**config.mk**
```make
export PLATFORM = sky130hd
export DESIGN_NAME = ciit_ctrl
export DESIGN_NICKNAME = d
export VERILOG_FILES = /design/src/rtl/ciit_pkg.sv /design/src/rtl/ciit_ctrl.sv
export SDC_FILE = /design/constraint.sdc
export NUM_CORES = 1
export LEC_CHECK = 0
export ABC_CLOCK_PERIOD_IN_PS = 1900
export BUFFER_PORTS_ARGS = -buffer_cell sky130_fd_sc_hd__buf_2
export CORE_AREA = 2 2 39 41
export DETAILED_ROUTE_END_ITERATION = 16
export DIE_AREA = 0 0 41 43
export PLACE_DENSITY = 0.74
export SKIP_LAST_GASP = 1
export SYNTH_ARGS = -nofsm -noshare
export SYNTH_HDL_FRONTEND = slang
export SYNTH_SLANG_ARGS = --single-unit
```
**constraint.sdc**
```tcl
create_clock -name clk -period 1.9 [get_ports clk]
set_input_delay 0.095 -clock clk [delete_from_list [all_inputs] [get_ports clk]]
set_output_delay 0.095 -clock clk [all_outputs]
set_load 0.01 [all_outputs]
```
**src/rtl/ciit_pkg.sv**
```systemverilog
// ----------------------------------------------------------------------------
// ciit_pkg
// Shared types, opcodes and status codes for the chunk id index table.
// ----------------------------------------------------------------------------
package ciit_pkg;

    localparam int TABLE_ENTRIES = 4096;
    localparam int KEY_BYTES     = 32;
    localparam int IDX_W         = $clog2(TABLE_ENTRIES);
    localparam int CNT_W         = IDX_W + 1;

    localparam logic [1:0] OP_INSERT = 2'd0;
    localparam logic [1:0] OP_QUERY  = 2'd1;
    localparam logic [1:0] OP_CLEAR  = 2'd2;

    localparam logic [1:0] ST_OK        = 2'd0;
    localparam logic [1:0] ST_NOT_FOUND = 2'd1;
    localparam logic [1:0] ST_FULL      = 2'd2;
    localparam logic [1:0] ST_INVALID   = 2'd3;

    typedef struct packed {
        logic [1:0]  operation;
        logic [63:0] key_word0;
        logic [63:0] key_word1;
        logic [63:0] key_word2;
        logic [63:0] key_word3;
        logic [63:0] entry_offset;
        logic [31:0] entry_length;
    } ciit_in_t;

    typedef struct packed {
        logic [1:0]  status;
        logic [63:0] found_offset;
        logic [31:0] found_length;
        logic [12:0] entry_count;
    } ciit_out_t;

    // controller to datapath
    typedef struct packed {
        logic load;       // capture input item
        logic write;      // write record at count, bump count
        logic clear;      // count to zero
        logic scan_start; // scan index to zero
        logic scan_read;  // issue read at scan index
        logic scan_next;  // advance scan index
        logic set_found;  // latch record data as result
    } ciit_cmd_t;

    // datapath to controller
    typedef struct packed {
        logic [1:0] operation;
        logic       len_zero;
        logic       full;
        logic       scan_end;  // scan index reached count
        logic       match;     // registered read matches key
    } ciit_stat_t;

    function automatic logic [63:0] word_mask(input int w);
        int n;
        n = KEY_BYTES - 8 * w;
        if (n >= 8)
            return '1;
        else if (n <= 0)
            return '0;
        else
            return ~64'd0 << (8 * (8 - n));
    endfunction

endpackage

```
**src/rtl/ciit_ctrl.sv**
```systemverilog
// ----------------------------------------------------------------------------
// ciit_ctrl
// Operation sequencer: decodes the item, runs the scan, holds the result.
// ----------------------------------------------------------------------------
module ciit_ctrl
    import ciit_pkg::*;
(
    input  logic       clk,
    input  logic       rst_n,
    input  logic       in_valid,
    output logic       in_ready,
    output logic       out_valid,
    input  logic       out_ready,
    input  ciit_stat_t stat,
    output ciit_cmd_t  cmd,
    output logic [1:0] status
);

    typedef enum logic [4:0] {
        S_IDLE  = 5'b00001,
        S_EXEC  = 5'b00010,
        S_READ  = 5'b00100,
        S_CMP   = 5'b01000,
        S_DONE  = 5'b10000
    } state_t;

    state_t     state_reg, state_next;
    logic [1:0] status_reg, status_next;

    assign in_ready  = (state_reg == S_IDLE);
    assign out_valid = (state_reg == S_DONE);
    assign status    = status_reg;

    always_comb
    begin
        state_next  = state_reg;
        status_next = status_reg;
        cmd         = '0;
        case (state_reg)
            S_IDLE:
            begin
                if (in_valid)
                begin
                    cmd.load   = 1'b1;
                    state_next = S_EXEC;
                end
            end
            S_EXEC:
            begin
                state_next = S_DONE;
                case (stat.operation)
                    OP_INSERT:
                    begin
                        if (stat.len_zero)
                            status_next = ST_INVALID;
                        else if (stat.full)
                            status_next = ST_FULL;
                        else
                        begin
                            status_next = ST_OK;
                            cmd.write   = 1'b1;
                        end
                    end
                    OP_QUERY:
                    begin
                        status_next    = ST_NOT_FOUND;
                        cmd.scan_start = 1'b1;
                        state_next     = S_READ;
                    end
                    OP_CLEAR:
                    begin
                        status_next = ST_OK;
                        cmd.clear   = 1'b1;
                    end
                    default:
                        status_next = ST_INVALID;
                endcase
            end
            S_READ:
            begin
                if (stat.scan_end)
                    state_next = S_DONE;
                else
                begin
                    cmd.scan_read = 1'b1;
                    cmd.scan_next = 1'b1;
                    state_next    = S_CMP;
                end
            end
            S_CMP:
            begin
                if (stat.match)
                begin
                    cmd.set_found = 1'b1;
                    status_next   = ST_OK;
                    state_next    = S_DONE;
                end
                else
                    state_next = S_READ;
            end
            S_DONE:
            begin
                if (out_ready)
                    state_next = S_IDLE;
            end
            default:
                state_next = S_IDLE;
        endcase
    end

    always_ff @(posedge clk or negedge rst_n)
    begin
        if (!rst_n)
        begin
            state_reg  <= S_IDLE;
            status_reg <= ST_OK;
        end
        else
        begin
            state_reg  <= state_next;
            status_reg <= status_next;
        end
    end

    a_one_hot: assert property (@(posedge clk) disable iff (!rst_n)
        $onehot(state_reg)) else $error("state not one-hot");
    a_write_insert: assert property (@(posedge clk) disable iff (!rst_n)
        cmd.write |-> stat.operation == OP_INSERT && !stat.full && !stat.len_zero)
        else $error("bad write");
    a_found_ok: assert property (@(posedge clk) disable iff (!rst_n)
        cmd.set_found |=> status_reg == ST_OK && state_reg == S_DONE)
        else $error("found without ok");

endmodule

```
**Word-level counts from Yosys, hierarchy flattened**

Cells that the tools add are included.

- Register bits after elaboration: 7
- Bits of input ports: 10
- Output and inout bits: 11
- Logic and storage cells: 39

- Eq/ne operators: 10
- Multiplexer cells: 23
- Reductions and logical operators: 4

Operators by type and width:

| kind | number |
|---|---|
| $mux 5 | 5 |
| $pmux 5 s5 | 1 |
| $mux 2 | 5 |
| $mux 1 | 9 |
| $pmux 2 s3 | 1 |
| $eq 5x1->1 const B | 1 |
| $eq 5x2->1 const B | 1 |
| $eq 5x3->1 const B | 1 |
| $eq 5x4->1 const B | 1 |
| $eq 5x5->1 const B | 1 |
| $ne 2x2->1 const B | 2 |
| $pmux 2 s2 | 1 |
| $reduce_and 2->1 | 2 |
| $mux 3 | 1 |
| $eq 2x1->1 const B | 1 |
| $eq 2x2->1 const B | 1 |
| $logic_not 2->1 | 1 |
| $ne 2x1->1 const B | 1 |
| $reduce_bool 2->1 | 1 |

**Depth between registers and ports, before layout**

Gate-level depths: netlist of run 1.

- Word-level depth: 4
- Mapped depth: 4
- Gate-level depth less buffers: 3

**Worst setup path before layout of run 1**

Ideal clock, no wire load.

- Kind: register -> output
- Start: reg state_reg[1]
- End: out cmd[2] in the netlist's numbering
- Data arrival time: 1565 ps
- Required time: 1805 ps
- Slack: 240 ps
- Cell stages (with the launch flop): 4
- Buffers on the path: 1
- Path through: dfrtp_1 -> or3_4 -> nor4b_1 -> buf_4

RTL lines:

| item | RTL line | text |
|---|---|---|
| start, declared | ciit_ctrl.sv:27 | `state_t state_reg, state_next;` |
| start signal, assigned | ciit_ctrl.sv:120 | `state_reg <= state_next;` |
| end, declared | ciit_ctrl.sv:15 | `output ciit_cmd_t cmd,` |

==> impl_table.tex, run 1 <==
\begin{tabular}{lr}
\hline
Metric & Value \\
\hline
\multicolumn{2}{l}{\textbf{Critical path}} \\
\quad Cell family with most CP delay & simple AND/OR/NAND/NOR gates \\
\quad Setup crit start kind & register \\
\quad Required time at the endpoint of the critical path & 1.80 ns \\
\quad Slowest cell on crit path & sky130\_fd\_sc\_hd\_\_dfrtp\_1 \\
\quad Buf/Inv on CP & 1 \\
\quad Critical path class & reg2out \\
\quad Arrival @ worst endpoint & 1.67 ns \\
\quad Max incr delay on CP & 0.49 ns \\
\quad Critical-path cell list & nor3\_2 -> nand3b\_2 -> nor4\_1 -> buf\_2 \\
\quad Reg-to-reg slack, setup & 0.40 ns \\
\quad Kind of end point of the critical path & output pin \\
\quad Maximum fanout along the worst path & 9 \\
\multicolumn{2}{l}{\textbf{Power and ir drop}} \\
\quad Power density over cell area & 1070 mW/mm\^{}2 \\
\quad IR Drop Worst-Case VDD & 0.000428 V \\
\quad Standby leakage power & 0.313 nW \\
\multicolumn{2}{l}{\textbf{CTS}} \\
\quad TritonCTS clock tree & built \\
\quad Bufs on Longest Clock Path & 2 \\
\quad Worst-skew pair later-pin latency & 0.26 ns \\
\quad TritonCTS Sinks & 7 \\
\quad Clock edge transition at the registers on the reported setup and hold paths & 0.05 ns \\
\quad Number of buffers added by the clock tree synthesis step & 3 \\
\quad Clock Root Buffer & sky130\_fd\_sc\_hd\_\_clkbuf\_4 \\
\quad H-tree depth & 1 \\
\multicolumn{2}{l}{\textbf{Global routing}} \\
\quad GRT Util Overall & 14.2\% \\
\quad Largest net degree at the start of global routing & 10 \\
\quad Overall overflow remaining after global route & 0 \\
\quad Number of global-route vias before repair & 382 \\
\quad Antenna violations before repair & 0 \\
\quad First-pass GRT wire length & 1610 um \\
\multicolumn{2}{l}{\textbf{Detailed routing}} \\
\quad Mean number of vias per cell & 5.16 \\
\quad Number of DRC markers in iteration 0 & 7 \\
\quad Detailed Route WL & 1080 um \\
\quad Routed WL per cell & 12.1 um \\
\quad Via total after detailed routing & 459 \\
\quad Number of nets with antenna violations after detailed routing & 0 \\
\quad Number of detailed-routing iterations run before antenna repair & 4 \\
\quad DRC violation count after routing & 0 \\
\multicolumn{2}{l}{\textbf{Synth}} \\
\quad Number of distinct library cells after synthesis & 29 \\
\quad Primary flip-flop cell chosen by synthesis mapping & sky130\_fd\_sc\_hd\_\_dfrtp\_1 \\
\quad Post-synthesis register bit count & 7 \\
\quad Synth async-reset ratio & 100\% \\
\quad Post-synth EDFFs & 0 \\
\quad Total nets after synthesis & 61 \\
\quad Sequential element share of the synthesized area & 37.3\% \\
\quad Mean instance size in the synthesized netlist & 9.27 sq um \\
\quad Warnings from Yosys & 0 \\
\quad Area of the mapped netlist & 473 sq um \\
\quad Number of cells produced by synthesis & 51 \\
\multicolumn{2}{l}{\textbf{Placement}} \\
\quad Area of placed instances & 576 sq um \\
\quad Post-Place Cells & 84 \\
\quad Placer Congestion & 0.739 \\
\quad DPL Wire Length & 821 um \\
\quad Worst slack after detailed placement & 0.335 ns \\
\quad Port Buffer Count & 20 \\
\multicolumn{2}{l}{\textbf{Final layout}} \\
\quad Most frequent standard cell in the layout excluding fill and tap cells & sky130\_fd\_sc\_hd\_\_buf\_2 \\
\quad Antenna Cells & 0 \\
\quad Commonest non-fill, non-tap cells in the layout & sky130\_fd\_sc\_hd\_\_buf\_2 (20), sky130\_fd\_sc\_hd\_\_nor2\_1 (6), sky130\_fd\_sc\_hd\_\_dfrtp\_1 (6) \\
\quad Footprint of the multi-input gates & 277 sq um \\
\quad Final-stage net count & 84 \\
\quad Combined flip-flop and latch cell area & 176 sq um \\
\quad Filler-free cell count of the finished design & 89 \\
\quad Layout cell share with drive strength beyond 1 & 45.2\% \\
\quad Post-Layout Inst Area & 617 sq um \\
\quad Fillers & 142 \\
\quad Flip-flop count of the largest register, all copies and words added & 5 \\
\quad Synthesis-to-finish area growth & 30.4\% \\
\multicolumn{2}{l}{\textbf{Job}} \\
\quad Max capacitance violation total & 0 \\
\multicolumn{2}{l}{\textbf{Floorplan}} \\
\quad Effective utilization at floorplan & 34.2\% \\
\quad Die Span Y & 43 um \\
\quad Core area & 0.00138 sq mm \\
\quad Die area & 0.00176 sq mm \\
\quad DIE WIDTH & 41 um \\
\quad Top-level port count & 21 \\
\quad Floorplan row count & 14 \\
\multicolumn{2}{l}{\textbf{Timing}} \\
\quad Slew of the pin with the lowest slew margin & 0.328 ns \\
\quad Relative max-transition margin & 77.8\% \\
\quad Worst setup margin & 0.134 ns \\
\quad Tmin final & 1.77 ns \\
\quad Final cycle utilization of the critical path & 92.9\% \\
\quad Sum Neg Setup Slack & 0 ns \\
\quad Clock Skews & 0.00557 ns \\
\quad Setup repair after global routing missed its margin & false \\
\quad Achievable frequency & 0.566 GHz \\
\quad Final Slew Violations & 0 \\
\quad Final Hold Fails & 0 \\
\quad Final setup fails & 0 \\
\multicolumn{2}{l}{\textbf{Min path}} \\
\quad Path category of the worst min-delay check & in2reg \\
\multicolumn{2}{l}{\textbf{Status}} \\
\quad Result of the run & completed \\
\hline
\end{tabular}
-- cell usage after synthesis, types with 2 or more instances --
library cell              count  area (sq um)
sky130_fd_sc_hd__o21ai_0      2          10.0
sky130_fd_sc_hd__nor3_1       2          10.0
sky130_fd_sc_hd__nor2_1       6          22.5
sky130_fd_sc_hd__and2_1       4          25.0
sky130_fd_sc_hd__or2_2        3          18.8
sky130_fd_sc_hd__dfrtp_1      6           150
sky130_fd_sc_hd__buf_2        2          10.0
sky130_fd_sc_hd__mux2i_1      2          20.0
sky130_fd_sc_hd__nor4b_1      2          17.5
sky130_fd_sc_hd__a21oi_1      2          10.0
sky130_fd_sc_hd__inv_1        2          7.51
-- cell families (layout without fill, tap and decap cells) --
kind of cell	count (synthesis)	count (layout)	share of synthesized area (%)
multiplexers	2	2	4.23
flip-flops	7	7	37.3
XOR/XNOR	1	1	1.85
AO/OA/AOI/OAI	8	8	11.9
AND/OR/NAND/NOR	28	28	39.4
buffers and inverters	5	27	5.29
-- worst paths after layout --
check	startpoint	end	depth (start not counted)
max	state_reg[3]$_DFFE_PN0P_	cmd[5]	4
min	stat[1]	state_reg[3]$_DFFE_PN0P_	2
max reg2reg	state_reg[1]$_DFFE_PN0P_	state_reg[2]$_DFFE_PN0P_	3
min reg2reg	status[1]$_DFFE_PN0P_	status[1]$_DFFE_PN0P_	2
max in group asynchronous	rst_n	state_reg[0]$_DFFE_PN1P_	2
min in group asynchronous	rst_n	state_reg[1]$_DFFE_PN0P_	2
-- repair_timing --
item	in CTS	in global routing
buffers inserted	0	0
hold buffers	1	0
resized for setup	0	1
endpoints found under the setup margin	0	1
hold endpoints to repair	7	0
-- routing by layer --
metal	vias up	global-route usage [%]	wire, um
li1	226	-	-
met1	211	18.8	505
met2	20	18.4	487
met3	2	3.14	67
met4	0	12.0	16
met5	-	0	0
-- layout make-up --
cell class	count	area share, %
Multi-Input combinational cell	39	44.8
Timing Repair Buffer	21	17.8
Inverter	2	1.22
Sequential cell	7	28.6
Clock buffer	4	4.26
Tap cell	16	3.25
-- power breakdown --
group / leakage [nW] / internal (mW) / total [mW] / switching [mW]
Combinational: 0.209 / 0.138 / 0.275 / 0.137
Clock: 0.0150 / 0.0804 / 0.139 / 0.0588
Sequential: 0.0883 / 0.200 / 0.246 / 0.0452
-- per-stage QoR --
stage	util [%]	power (mW)	hold slack, ns
after floorplan	-	0.422	-0.201
after global placement	41.6	0.509	-0.0681
after detailed placement	41.6	0.519	-0.0625
after CTS	44.2	0.659	0.0309
after global routing	44.6	0.701	0.0357
final	44.6	0.660	0.0340
Power figures use the tool's default switching activity.
==> run 2, diff against run 1 <==
Settings changed: MAX_ROUTING_LAYER set to met4, RECOVER_POWER set to 50.
==> impl_table.tex, run 2 (same netlist as run 1, synthesis figures left out) <==
\begin{tabular}{lr}
\hline
Metric & Value \\
\hline
\multicolumn{2}{l}{\textbf{Critical path}} \\
\quad Maximum fanout along the worst path & 9 (unchanged) \\
\quad Slowest cell on crit path & sky130\_fd\_sc\_hd\_\_dfrtp\_1 (unchanged) \\
\quad Critical path class & reg2out (unchanged) \\
\quad Cell family with most CP delay & simple AND/OR/NAND/NOR gates (unchanged) \\
\quad Kind of end point of the critical path & output pin (unchanged) \\
\quad Critical-path cell list & nor3\_2 -> nand3b\_2 -> nor4\_1 -> buf\_2 (unchanged) \\
\quad Max incr delay on CP & 0.49 ns (about the same) \\
\quad Buf/Inv on CP & 1 (unchanged) \\
\quad Setup crit start kind & register (unchanged) \\
\quad Arrival @ worst endpoint & 1.67 ns (about the same) \\
\quad Required time at the endpoint of the critical path & 1.80 ns (about the same) \\
\multicolumn{2}{l}{\textbf{Detailed routing}} \\
\quad Highest metal layer with signal wires & met4 (unchanged) \\
\quad Wire length on met1 & 523 um (was 505 um) \\
\quad DRC violation count after routing & 0 (unchanged) \\
\quad Met3 routed wirelength & 57 um (was 67 um) \\
\quad Routed WL per cell & 12.2 um (was 12.1 um) \\
\quad Number of nets with antenna violations after detailed routing & 0 (unchanged) \\
\quad Met2 wire len & 490 um (was 487 um) \\
\quad Mean number of vias per cell & 5.01 (was 5.16) \\
\quad Number of DRC markers in iteration 0 & 7 (unchanged) \\
\quad Via total after detailed routing & 446 (was 459) \\
\quad Detailed Route WL & 1090 um (was 1080 um) \\
\quad Number of detailed-routing iterations run before antenna repair & 2 (was 4) \\
\multicolumn{2}{l}{\textbf{Timing}} \\
\quad Final setup fails & 0 (unchanged) \\
\quad Achievable frequency & 0.567 GHz (was 0.566 GHz) \\
\quad Clock Skews & 0.00492 ns (was 0.00557 ns) \\
\quad Relative max-transition margin & 74.3\% (was 77.8\%) \\
\quad Tmin final & 1.76 ns (was 1.77 ns) \\
\quad Final Hold Fails & 0 (unchanged) \\
\quad Sum Neg Setup Slack & 0 ns (unchanged) \\
\quad Final Slew Violations & 0 (unchanged) \\
\quad Setup repair after global routing missed its margin & false (unchanged) \\
\quad Slew of the pin with the lowest slew margin & 0.385 ns (was 0.328 ns) \\
\quad Final cycle utilization of the critical path & 92.8\% (was 92.9\%) \\
\multicolumn{2}{l}{\textbf{Global routing}} \\
\quad Largest net degree at the start of global routing & 10 (unchanged) \\
\quad GRT Util Overall & 14.5\% (was 14.2\%) \\
\quad Number of global-route vias before repair & 382 (unchanged) \\
\quad Antenna violations before repair & 0 (unchanged) \\
\quad Overall overflow remaining after global route & 0 (unchanged) \\
\quad First-pass GRT wire length & 1610 um (unchanged) \\
\multicolumn{2}{l}{\textbf{Final layout}} \\
\quad Footprint of the multi-input gates & 277 sq um (unchanged) \\
\quad Post-Layout Inst Area & 613 sq um (was 617 sq um) \\
\quad Final-stage net count & 84 (unchanged) \\
\quad Antenna Cells & 0 (unchanged) \\
\quad Fillers & 145 (was 142) \\
\quad Layout cell share with drive strength beyond 1 & 41.1\% (was 45.2\%) \\
\quad Most frequent standard cell in the layout excluding fill and tap cells & sky130\_fd\_sc\_hd\_\_buf\_2 (unchanged) \\
\quad Combined flip-flop and latch cell area & 176 sq um (unchanged) \\
\quad Synthesis-to-finish area growth & 29.6\% (was 30.4\%) \\
\quad Commonest non-fill, non-tap cells in the layout & sky130\_fd\_sc\_hd\_\_buf\_2 (17), sky130\_fd\_sc\_hd\_\_nor2\_1 (6), sky130\_fd\_sc\_hd\_\_dfrtp\_1 (6) (was sky130\_fd\_sc\_hd\_\_buf\_2 (20), sky130\_fd\_sc\_hd\_\_nor2\_1 (6), sky130\_fd\_sc\_hd\_\_dfrtp\_1 (6)) \\
\quad Flip-flop count of the largest register, all copies and words added & 5 (unchanged) \\
\multicolumn{2}{l}{\textbf{Floorplan}} \\
\quad Die Span Y & 43 um (unchanged) \\
\quad Core area & 0.00138 sq mm (unchanged) \\
\quad DIE WIDTH & 41 um (unchanged) \\
\quad Top-level port count & 21 (unchanged) \\
\quad Floorplan row count & 14 (unchanged) \\
\quad Die area & 0.00176 sq mm (unchanged) \\
\quad Effective utilization at floorplan & 34.2\% (unchanged) \\
\multicolumn{2}{l}{\textbf{CTS}} \\
\quad Clock Root Buffer & sky130\_fd\_sc\_hd\_\_clkbuf\_4 (unchanged) \\
\quad TritonCTS clock tree & built (unchanged) \\
\quad Number of buffers added by the clock tree synthesis step & 3 (unchanged) \\
\quad Worst-skew pair later-pin latency & 0.25 ns (was 0.26 ns) \\
\quad TritonCTS Sinks & 7 (unchanged) \\
\quad Bufs on Longest Clock Path & 2 (unchanged) \\
\quad H-tree depth & 1 (unchanged) \\
\quad Clock edge transition at the registers on the reported setup and hold paths & 0.05 ns (about the same) \\
\multicolumn{2}{l}{\textbf{Placement}} \\
\quad Area of placed instances & 576 sq um (unchanged) \\
\quad DPL Wire Length & 821 um (unchanged) \\
\quad Port Buffer Count & 20 (unchanged) \\
\quad Placer Congestion & 0.748 (was 0.739) \\
\multicolumn{2}{l}{\textbf{Power and ir drop}} \\
\quad Standby leakage power & 0.305 nW (was 0.313 nW) \\
\quad Power density over cell area & 1060 mW/mm\^{}2 (was 1070 mW/mm\^{}2) \\
\quad IR Drop Worst-Case VDD & 0.000429 V (was 0.000428 V) \\
\multicolumn{2}{l}{\textbf{Job}} \\
\quad Max capacitance violation total & 0 (unchanged) \\
\multicolumn{2}{l}{\textbf{Status}} \\
\quad Result of the run & completed (unchanged) \\
\multicolumn{2}{l}{\textbf{Min path}} \\
\quad Path category of the worst min-delay check & in2reg (unchanged) \\
\hline
\end{tabular}
==> run 2: changes by cell type in the layout (fill, tap and decap cells not counted) <==
cell | previous run | this run
sky130_fd_sc_hd__buf_2 | 20 | 17
sky130_fd_sc_hd__clkbuf_1 | 1 | 4
==> run 2: stage by stage <==
stage	util, %	setup WS, ns	cells	power [mW]	hold slack [ns]
3_5_place_dp	41.6	0.335	84	0.519	-0.0625
2_1_floorplan	-	0.240	51	0.422	-0.201
5_1_grt	44.3	0.00285	89	0.695	0.0357
3_3_place_gp	41.6	0.406	84	0.509	-0.0681
4_1_cts	44.2	0.0403	89	0.659	0.0309
6_report	44.3	0.137	89	0.653	0.0372
==> run 2: timing repair <==
| item | CTS | global route |
|---|---|---|
| endpoints found under the setup margin | 0 | 1 |
| buffers inserted | 0 | 0 |
| resized for setup | 0 | 1 |
| hold endpoints to repair | 7 | 0 |
| hold buffers | 1 | 0 |
==> run 2: area by class of cell <==
type / instances / area share (%)
clock buffer: 4 / 4.29
inverter: 2 / 1.22
timing repair buffer: 21 / 17.3
sequential: 7 / 28.8
multi-input combinational: 39 / 45.1
tap: 16 / 3.27
==> run 2: worst paths after layout <==
check	slack [ns]	cells past startpoint	to	startpoint
min reg2reg	0.56	2	status[1]$_DFFE_PN0P_	status[1]$_DFFE_PN0P_
min	0.04	2	state_reg[3]$_DFFE_PN0P_	stat[1]
max	0.14	4	cmd[5]	state_reg[3]$_DFFE_PN0P_
max reg2reg	0.41	3	state_reg[2]$_DFFE_PN0P_	state_reg[1]$_DFFE_PN0P_
max in group asynchronous	1.32	2	state_reg[0]$_DFFE_PN1P_	rst_n
min in group asynchronous	0.27	2	state_reg[1]$_DFFE_PN0P_	rst_n
==> run 2: power by group <==
| group | internal [mW] | leakage, nW | switching [mW] |
|---|---|---|---|
| sequential | 0.201 | 0.0883 | 0.0453 |
| combinational | 0.133 | 0.201 | 0.138 |
| clock | 0.0802 | 0.0150 | 0.0562 |
| total | 0.413 | 0.305 | 0.239 |
==> run 2: routing by layer <==
layer	vias to the layer above	GRT usage, %
met5	-	-
met3	2	3.14
li1	226	-
met2	14	18.4
met1	204	18.8
met4	0	12.0
